**src/rtl/core/kbsc_pkg.sv**
```systemverilog
`timescale 1ns / 1ps

package kbsc_pkg;

   // stream word layout
   localparam int REQ_TDATA_W = 40;  // offset [31:0], data_in [39:32]
   localparam int RSP_TDATA_W = 8;   // data_out [7:0]

   // function codes carried on req_tuser
   localparam logic FUNC_INIT = 1'b0;
   localparam logic FUNC_DATA = 1'b1;

   // start key slot picked by offset mod 3
   localparam logic [1:0] KEY_SEL_FIRST = 2'd0;
   localparam logic [1:0] KEY_SEL_MIX   = 2'd1;

   localparam int SEED_BYTES     = 32;
   localparam int SEED_CONST_LEN = 32;
   localparam logic [5:0] SEED_LAST = 6'(SEED_BYTES - 1);

   localparam logic [31:0] CRC_POLY        = 32'hEDB88320;
   localparam logic [31:0] MIX_MULT        = 32'd290333451;
   localparam logic [31:0] START_KEY_FIRST = 32'd305419896;
   localparam logic [31:0] START_KEY_MIX   = 32'd591751049;
   localparam logic [31:0] START_KEY_LAST  = 32'd878082192;

   // first seed character sits in the top byte
   localparam logic [8*SEED_CONST_LEN-1:0] SEED_STRING = "WgQgJ3vyYvAAkHHhFdueKh2ssZli8Ko4";

   typedef struct packed {
      logic capture;    // take payload of an accepted word
      logic load_keys;  // load start keys and offset
      logic step_a;     // first key crc step
      logic step_b;     // mix key multiply
      logic step_c;     // mix key finish, last key crc step
      logic use_seed;   // byte source is the seed table
      logic pos_clr;
      logic pos_inc;
      logic out_load;   // load result word
   } kbsc_cmd_type;

   typedef struct packed {
      logic pos_last;
   } kbsc_stat_type;

   // one byte of reflected crc-32
   function automatic logic [31:0] crc_byte(input logic [31:0] crc, input logic [7:0] b);
      logic [31:0] r;
      r = {24'h0, crc[7:0] ^ b};
      for (int k = 0; k < 8; k++) begin
         r = r[0] ? ((r >> 1) ^ CRC_POLY) : (r >> 1);
      end
      return r ^ (crc >> 8);
   endfunction

   // base-4 digits each weigh 1 mod 3, so fold digit sums
   function automatic logic [1:0] mod3(input logic [31:0] v);
      logic [5:0] s;
      logic [3:0] s2;
      logic [2:0] s3;
      s = '0;
      for (int k = 0; k < 16; k++) begin
         s = s + 6'(v[2*k +: 2]);
      end
      s2 = 4'(s[1:0]) + 4'(s[3:2]) + 4'(s[5:4]);
      s3 = 3'(s2[1:0]) + 3'(s2[3:2]);
      return (s3 >= 3'd3) ? 2'(s3 - 3'd3) : s3[1:0];
   endfunction

   // seed bytes past the constant string are zero
   function automatic logic [7:0] seed_byte(input logic [5:0] pos);
      logic [4:0] idx;
      idx = 5'(SEED_CONST_LEN - 1) - pos[4:0];
      if (7'(pos) < 7'(SEED_CONST_LEN)) begin
         return SEED_STRING[{idx, 3'b000} +: 8];
      end
      return 8'h00;
   endfunction

endpackage

```
**src/rtl/core/kbsc_ctrl.sv**
```systemverilog
`timescale 1ns / 1ps

module kbsc_ctrl (
   input  logic                   clock,
   input  logic                   reset,
   input  logic                   req_tvalid,
   output logic                   req_tready,
   input  logic                   req_tuser,
   output logic                   rsp_tvalid,
   input  logic                   rsp_tready,
   output kbsc_pkg::kbsc_cmd_type cmd,
   input  kbsc_pkg::kbsc_stat_type stat
);

   typedef enum logic [4:0] {
      ST_IDLE   = 5'b00001,
      ST_INIT   = 5'b00010,
      ST_STEP_A = 5'b00100,
      ST_STEP_B = 5'b01000,
      ST_STEP_C = 5'b10000
   } state_type;

   state_type state_ff, state_in;
   logic      seed_ff, seed_in;
   logic      rsp_valid_ff, rsp_valid_in;
   logic      out_free;

   assign req_tready = (state_ff == ST_IDLE);
   assign rsp_tvalid = rsp_valid_ff;
   assign out_free   = !rsp_valid_ff || rsp_tready;

   always_comb begin
      state_in = state_ff;
      seed_in  = seed_ff;
      cmd      = '0;
      unique case (state_ff)
         ST_IDLE: begin
            if (req_tvalid) begin
               cmd.capture = 1'b1;
               if (req_tuser == kbsc_pkg::FUNC_INIT) begin
                  seed_in  = 1'b1;
                  state_in = ST_INIT;
               end else begin
                  seed_in  = 1'b0;
                  state_in = ST_STEP_A;
               end
            end
         end
         ST_INIT: begin
            cmd.load_keys = 1'b1;
            cmd.pos_clr   = 1'b1;
            state_in      = ST_STEP_A;
         end
         ST_STEP_A: begin
            // a data byte waits here until the result slot is free
            if (seed_ff || out_free) begin
               cmd.step_a   = 1'b1;
               cmd.use_seed = seed_ff;
               cmd.out_load = !seed_ff;
               state_in     = ST_STEP_B;
            end
         end
         ST_STEP_B: begin
            cmd.step_b = 1'b1;
            state_in   = ST_STEP_C;
         end
         ST_STEP_C: begin
            cmd.step_c = 1'b1;
            if (seed_ff && !stat.pos_last) begin
               cmd.pos_inc = 1'b1;
               state_in    = ST_STEP_A;
            end else begin
               cmd.pos_clr = seed_ff;
               state_in    = ST_IDLE;
            end
         end
         default: begin
            state_in = ST_IDLE;
         end
      endcase
   end

   always_comb begin
      if (cmd.out_load) begin
         rsp_valid_in = 1'b1;
      end else if (rsp_tready) begin
         rsp_valid_in = 1'b0;
      end else begin
         rsp_valid_in = rsp_valid_ff;
      end
   end

   always_ff @(posedge clock) begin
      if (reset) begin
         state_ff     <= ST_IDLE;
         seed_ff      <= 1'b0;
         rsp_valid_ff <= 1'b0;
      end else begin
         state_ff     <= state_in;
         seed_ff      <= seed_in;
         rsp_valid_ff <= rsp_valid_in;
      end
   end

endmodule

```
**src/rtl/core/kbsc_datapath.sv**
```systemverilog
`timescale 1ns / 1ps

module kbsc_datapath (
   input  logic                                 clock,
   input  logic                                 reset,
   input  kbsc_pkg::kbsc_cmd_type               cmd,
   output kbsc_pkg::kbsc_stat_type              stat,
   input  logic [kbsc_pkg::REQ_TDATA_W-1:0]     req_tdata,
   input  logic                                 req_tlast,
   output logic [kbsc_pkg::RSP_TDATA_W-1:0]     rsp_tdata,
   output logic                                 rsp_tlast
);

   logic [31:0] first_ff, first_in;
   logic [31:0] mix_ff, mix_in;
   logic [31:0] last_ff, last_in;
   logic [5:0]  pos_ff, pos_in;
   logic [31:0] prod_ff;
   logic [31:0] offset_ff;
   logic [7:0]  data_ff;
   logic        eor_ff;
   logic [7:0]  out_data_ff;
   logic        out_eor_ff;

   logic [1:0]  key_sel;
   logic [7:0]  byte_src;
   logic [15:0] ks_t;
   logic [15:0] ks_prod;
   logic [31:0] mix_next;

   assign key_sel  = kbsc_pkg::mod3(offset_ff);
   assign byte_src = cmd.use_seed ? kbsc_pkg::seed_byte(pos_ff) : data_ff;
   assign ks_t     = last_ff[15:0] | 16'h0002;
   assign ks_prod  = ks_t * (ks_t ^ 16'h0001);
   assign mix_next = prod_ff + 32'd1;

   assign stat.pos_last = (pos_ff == kbsc_pkg::SEED_LAST);
   assign rsp_tdata     = out_data_ff;
   assign rsp_tlast     = out_eor_ff;

   always_comb begin
      first_in = first_ff;
      mix_in   = mix_ff;
      last_in  = last_ff;
      if (cmd.load_keys) begin
         first_in = kbsc_pkg::START_KEY_FIRST;
         mix_in   = kbsc_pkg::START_KEY_MIX;
         last_in  = kbsc_pkg::START_KEY_LAST;
         priority if (key_sel == kbsc_pkg::KEY_SEL_FIRST) begin
            first_in = offset_ff;
         end else if (key_sel == kbsc_pkg::KEY_SEL_MIX) begin
            mix_in = offset_ff;
         end else begin
            last_in = offset_ff;
         end
      end
      if (cmd.step_a) begin
         first_in = kbsc_pkg::crc_byte(first_ff, byte_src);
      end
      if (cmd.step_c) begin
         mix_in  = mix_next;
         last_in = kbsc_pkg::crc_byte(last_ff, mix_next[31:24]);
      end
   end

   always_comb begin
      pos_in = pos_ff;
      if (cmd.pos_clr) begin
         pos_in = '0;
      end else if (cmd.pos_inc) begin
         pos_in = pos_ff + 6'd1;
      end
   end

   always_ff @(posedge clock) begin
      if (reset) begin
         first_ff <= '0;
         mix_ff   <= '0;
         last_ff  <= '0;
         pos_ff   <= '0;
      end else begin
         first_ff <= first_in;
         mix_ff   <= mix_in;
         last_ff  <= last_in;
         pos_ff   <= pos_in;
      end
   end

   // payload, product and result registers
   always_ff @(posedge clock) begin
      if (cmd.capture) begin
         offset_ff <= req_tdata[31:0];
         data_ff   <= req_tdata[39:32];
         eor_ff    <= req_tlast;
      end
      if (cmd.step_b) begin
         prod_ff <= (mix_ff + {24'h0, first_ff[7:0]}) * kbsc_pkg::MIX_MULT;
      end
      if (cmd.out_load) begin
         out_data_ff <= data_ff ^ ks_prod[15:8];
         out_eor_ff  <= eor_ff;
      end
   end

endmodule

```
**src/rtl/core/keyed_byte_stream_cipher_top.sv**
```systemverilog
`timescale 1ns / 1ps
// data word: result loaded in step A once the output register is free, ready again when the key update ends
// init word: ready again when the key update ends for the last seed byte: one load step then
// a key update per seed byte for 32 seed bytes
// the key update runs as crc step, 32x32 multiply, crc step (STEP_A, STEP_B, STEP_C)
// a finished result waits in the output register while the next word is taken
// reset is synchronous active high: clears keys, seed position and handshake state

module keyed_byte_stream_cipher_top (
   input  logic                               clock,
   input  logic                               reset,
   // request channel
   input  logic                               req_tvalid,
   output logic                               req_tready,
   input  logic [kbsc_pkg::REQ_TDATA_W-1:0]   req_tdata,   // offset [31:0], data_in [39:32]
   input  logic                               req_tuser,   // func: 0 init keys, 1 data byte
   input  logic                               req_tlast,   // end_of_run
   // response channel
   output logic                               rsp_tvalid,
   input  logic                               rsp_tready,
   output logic [kbsc_pkg::RSP_TDATA_W-1:0]   rsp_tdata,   // data_out [7:0]
   output logic                               rsp_tlast    // end_of_run_out
);

   // command and status between sequencer and key datapath
   kbsc_pkg::kbsc_cmd_type  cmd;
   kbsc_pkg::kbsc_stat_type stat;

   // sequencer: word acceptance, seed walk and result handshake
   kbsc_ctrl u_ctrl (
      .clock      (clock),
      .reset      (reset),
      .req_tvalid (req_tvalid),
      .req_tready (req_tready),
      .req_tuser  (req_tuser),
      .rsp_tvalid (rsp_tvalid),
      .rsp_tready (rsp_tready),
      .cmd        (cmd),
      .stat       (stat)
   );

   // keys, keystream byte and result word
   kbsc_datapath u_datapath (
      .clock     (clock),
      .reset     (reset),
      .cmd       (cmd),
      .stat      (stat),
      .req_tdata (req_tdata),
      .req_tlast (req_tlast),
      .rsp_tdata (rsp_tdata),
      .rsp_tlast (rsp_tlast)
   );

endmodule
```
**config.mk**
```make
export PLATFORM = sky130hd
export DESIGN_NAME = keyed_byte_stream_cipher_top
export DESIGN_NICKNAME = d
export VERILOG_FILES = /design/src/rtl/core/kbsc_pkg.sv /design/src/rtl/core/kbsc_ctrl.sv /design/src/rtl/core/kbsc_datapath.sv /design/src/rtl/core/keyed_byte_stream_cipher_top.sv
export SDC_FILE = /design/constraint.sdc
export NUM_CORES = 1
export LEC_CHECK = 0
export ABC_AREA = 1
export BUFFER_PORTS_ARGS = -buffer_cell sky130_fd_sc_hd__buf_2
export CAP_MARGIN = 20
export CORE_ASPECT_RATIO = 1.75
export CORE_MARGIN = 2
export CORE_UTILIZATION = 56
export DETAILED_ROUTE_END_ITERATION = 7
export GPL_TIMING_DRIVEN = 1
export PLACE_DENSITY = 0.73
export SETUP_SLACK_MARGIN = 0.3
export SYNTH_ARGS = -nofsm -noshare
export SYNTH_HDL_FRONTEND = slang
export SYNTH_SLANG_ARGS = --single-unit
```
**constraint.sdc**
```tcl
create_clock -name clock -period 14.7 [get_ports clock]
set_input_delay 2.205 -clock clock [delete_from_list [all_inputs] [get_ports clock]]
set_output_delay 2.205 -clock clock [all_outputs]
set_load 0.02 [all_outputs]
```
==> impl_metrics.py <==
metrics = {
    "clock_network": {
        "cts_tree": "done",
        "clockBufferDepth": 2,
        "post_cts_buffers": 0,
        "root_buffer": "clkbuf_16",
        "clock_sinks": 191,
        "ctsHoldBuffers": 0,
        "cts_resized": 0,
        "cts.reportedPaths.clkPinSlew_ns": 0.07,
        "cts_made_buffers": 17,
        "htree_levels": 4,
        "clk-insertion-delay-late_ns": 0.46,
    },
    "sta": {
        "timing.fmax_mhz": 111,
        "setup_ws_ns": 5.69,
        "rsz0062_at_grt": "false",
        "fin_crit_ns": 9.01,
        "fin_tns_setup_ns": 0,
        "maxSlewHeadroom": 0.278,
        "finalMaxSlewViolations": 0,
        "skew_ns": 0.0128,
        "setup_violations": 0,
        "tightest_slew_ns": 1.08,
        "hold_violations": 0,
        "fin_crit_sh": 0.613,
    },
    "setup_path": {
        "crit_slowest_cell": "fa_1",
        "arrival_ns": 9.36,
        "path_max_fanout": 22,
        "crit_cells": 31,
        "rr_worst_depth": 31,
        "critPathMostFrequentCell": "fa_1",
        "critical_path_class": "reg2reg",
        "start_kind": "flop",
        "max_stage_delay_ns": 0.57,
        "cp_num_buf_inv": 8,
        "crit_family": "adder cells",
        "endpoint_kind": "flop",
        "worst_ep_required_time_ns": 15.05,
    },
    "synth": {
        "synth_xor_area_frac": 0.0719,
        "ys_seq_area_frac": 0.199,
        "synthAdderAreaFrac": 0.336,
        "synth_ff_type": "dfxtp_1",
        "synth_mux_area_frac": 0,
        "ys_types": 68,
        "syn_inst": 2900,
        "ys_ff_latch": 191,
        "async_flop_share": 0,
        "synthSimpleGateAreaFrac": 0.197,
        "yosysWarnings": 0,
        "synth.avg_cell_area_um2": 8.06,
        "synth-edff-count": 82,
        "synth_top_family_by_area": "adder cells",
        "synth_fp_nets": 3436,
        "synth_compound_gate_area_share": 0.0929,
        "synthesis.area_mm2": 0.0234,
    },
    "die": {
        "rows": 99,
        "start_util": 0.563,
        "ios": 57,
        "design.core.area_mm2": 0.0415,
        "die_y_um": 274,
        "fp.dieW_um": 158,
        "die_area_mm2": 0.0435,
    },
    "detailed_routing": {
        "met1_length_um": 23400,
        "vias_per_cell": 5.77,
        "drt_iter0_drc": 1254,
        "wirelength_um": 77600,
        "via_count": 20200,
        "drc": 0,
        "route.met2.wl_um": 39400,
        "routed-wl-met3_um": 4330,
        "antenna_left": 0,
        "drtPass1Iterations": 7,
        "avgRoutedWirePerCell_um": 22.2,
        "top_layer": "met4",
    },
    "global_routing": {
        "grt_overflow": 0,
        "grt_max_degree": 81,
        "grtUsageTotal": 0.371,
        "grt_pass1_vias": 21400,
        "grt_pass1_wl_um": 118000,
        "antenna_found_initial": 0,
    },
    "placed_design": {
        "place_worst_setup_slack_ns": 5.73,
        "gp_routability_congestion": 1.01,
        "dpl_cell_area_mm2": 0.0242,
        "hpwl_um": 63600,
        "portBuffers": 56,
    },
    "layout": {
        "area_delta_synth_final_pct": 6.38,
        "nFillCells": 3736,
        "seq_area_mm2": 0.00464,
        "fin_area_mm2": 0.0249,
        "layout_commonest_cell": "nand2_1",
        "diodes": 0,
        "nets": 3466,
        "drive_gt1_frac": 0.0819,
        "multiInputGateArea_mm2": 0.0163,
        "layout_common_cells": "561 x nand2_1, 550 x inv_1, 262 x ha_1",
        "fin_util": 0.599,
    },
    "worst_hold_path": {
        "hold_depth": 0,
        "hp-class": "reg2reg",
    },
    "run": {
        "maxCapViolCount": 0,
    },
    "status": {
        "status": "finished clean",
    },
}
## metal layers
layer / track usage / up-vias
met3: 0.0637 / 435
met4: 0.394 / 0
met2: 0.666 / 929
li1: - / 9287
met1: 0.331 / 9531
met5: 0 / -
## area by class of cell
cell class | instances | share of cell area
multi-input cells | 2072 | 0.656
repair buffers | 77 | 0.0189
clock buffers | 17 | 0.0171
well taps | 555 | 0.0279
flip-flops and latches | 191 | 0.187
inverters | 571 | 0.0864
clock inverters | 15 | 0.00644
## cell usage after synthesis (13+ instances only)
library cell | instances | area, um2
nand4_1 | 20 | 125
ha_1 | 262 | 3280
o211ai_1 | 14 | 105
nor3_1 | 21 | 105
inv_2 | 15 | 56.3
a21oi_1 | 143 | 716
a31oi_1 | 41 | 257
inv_1 | 551 | 2070
o21ai_0 | 128 | 641
clkbuf_1 | 48 | 180
nand3_1 | 172 | 861
edfxtp_1 | 82 | 2460
nor2_1 | 131 | 492
xor2_1 | 111 | 972
or2_2 | 13 | 81.3
nand2_2 | 43 | 269
xnor2_1 | 55 | 482
fa_1 | 228 | 4560
dfxtp_1 | 109 | 2180
nand2_1 | 562 | 2110
## path summary, 6_finish.rpt
check	slack (ns)	endpoint	from
min reg2reg	0.44	u_datapath.rsp_tlast$_DFFE_PP_	u_datapath.eor_ff$_DFFE_PP_
max reg2reg	5.69	u_datapath.first_ff[10]$_SDFFE_PP0P_	u_datapath.offset_ff[2]$_DFFE_PP_
max	5.69	u_datapath.first_ff[10]$_SDFFE_PP0P_	u_datapath.offset_ff[2]$_DFFE_PP_
min	0.44	u_datapath.rsp_tlast$_DFFE_PP_	u_datapath.eor_ff$_DFFE_PP_
## sequential cells by signal (all words and copies together), names as in the netlist, 5 cells and up
signal	cells
u_datapath.rsp_tdata	8
u_datapath.prod_ff	32
u_datapath.offset_ff	32
u_ctrl.state_ff	5
u_datapath.last_ff	32
u_datapath.data_ff	8
u_datapath.pos_ff	6
u_datapath.mix_ff	32
u_datapath.first_ff	32
## cells by family (layout without fill, tap and decap cells)
kind of cell	after synthesis	after routing
and+or+nand+nor	1021	1021
other	1	1
buffers and inverters	637	680
xor gates and xnor gates	178	178
DFF	191	191
adders and majority gates	490	490
AOI/OAI and AO/OA	382	382
## per-stage QoR
step | instances | hold slack, ns
6_report | 3498 | 0.440
5_1_grt | 3498 | 0.446
4_1_cts | 3497 | 0.444
3_5_place_dp | 3465 | 0.423
3_3_place_gp | 3464 | 0.405
2_1_floorplan | 2900 | 0.400
Power is left out: the tool's default activity adds up to more than one toggle a clock period on the data nets, which glitch-free logic cannot reach.
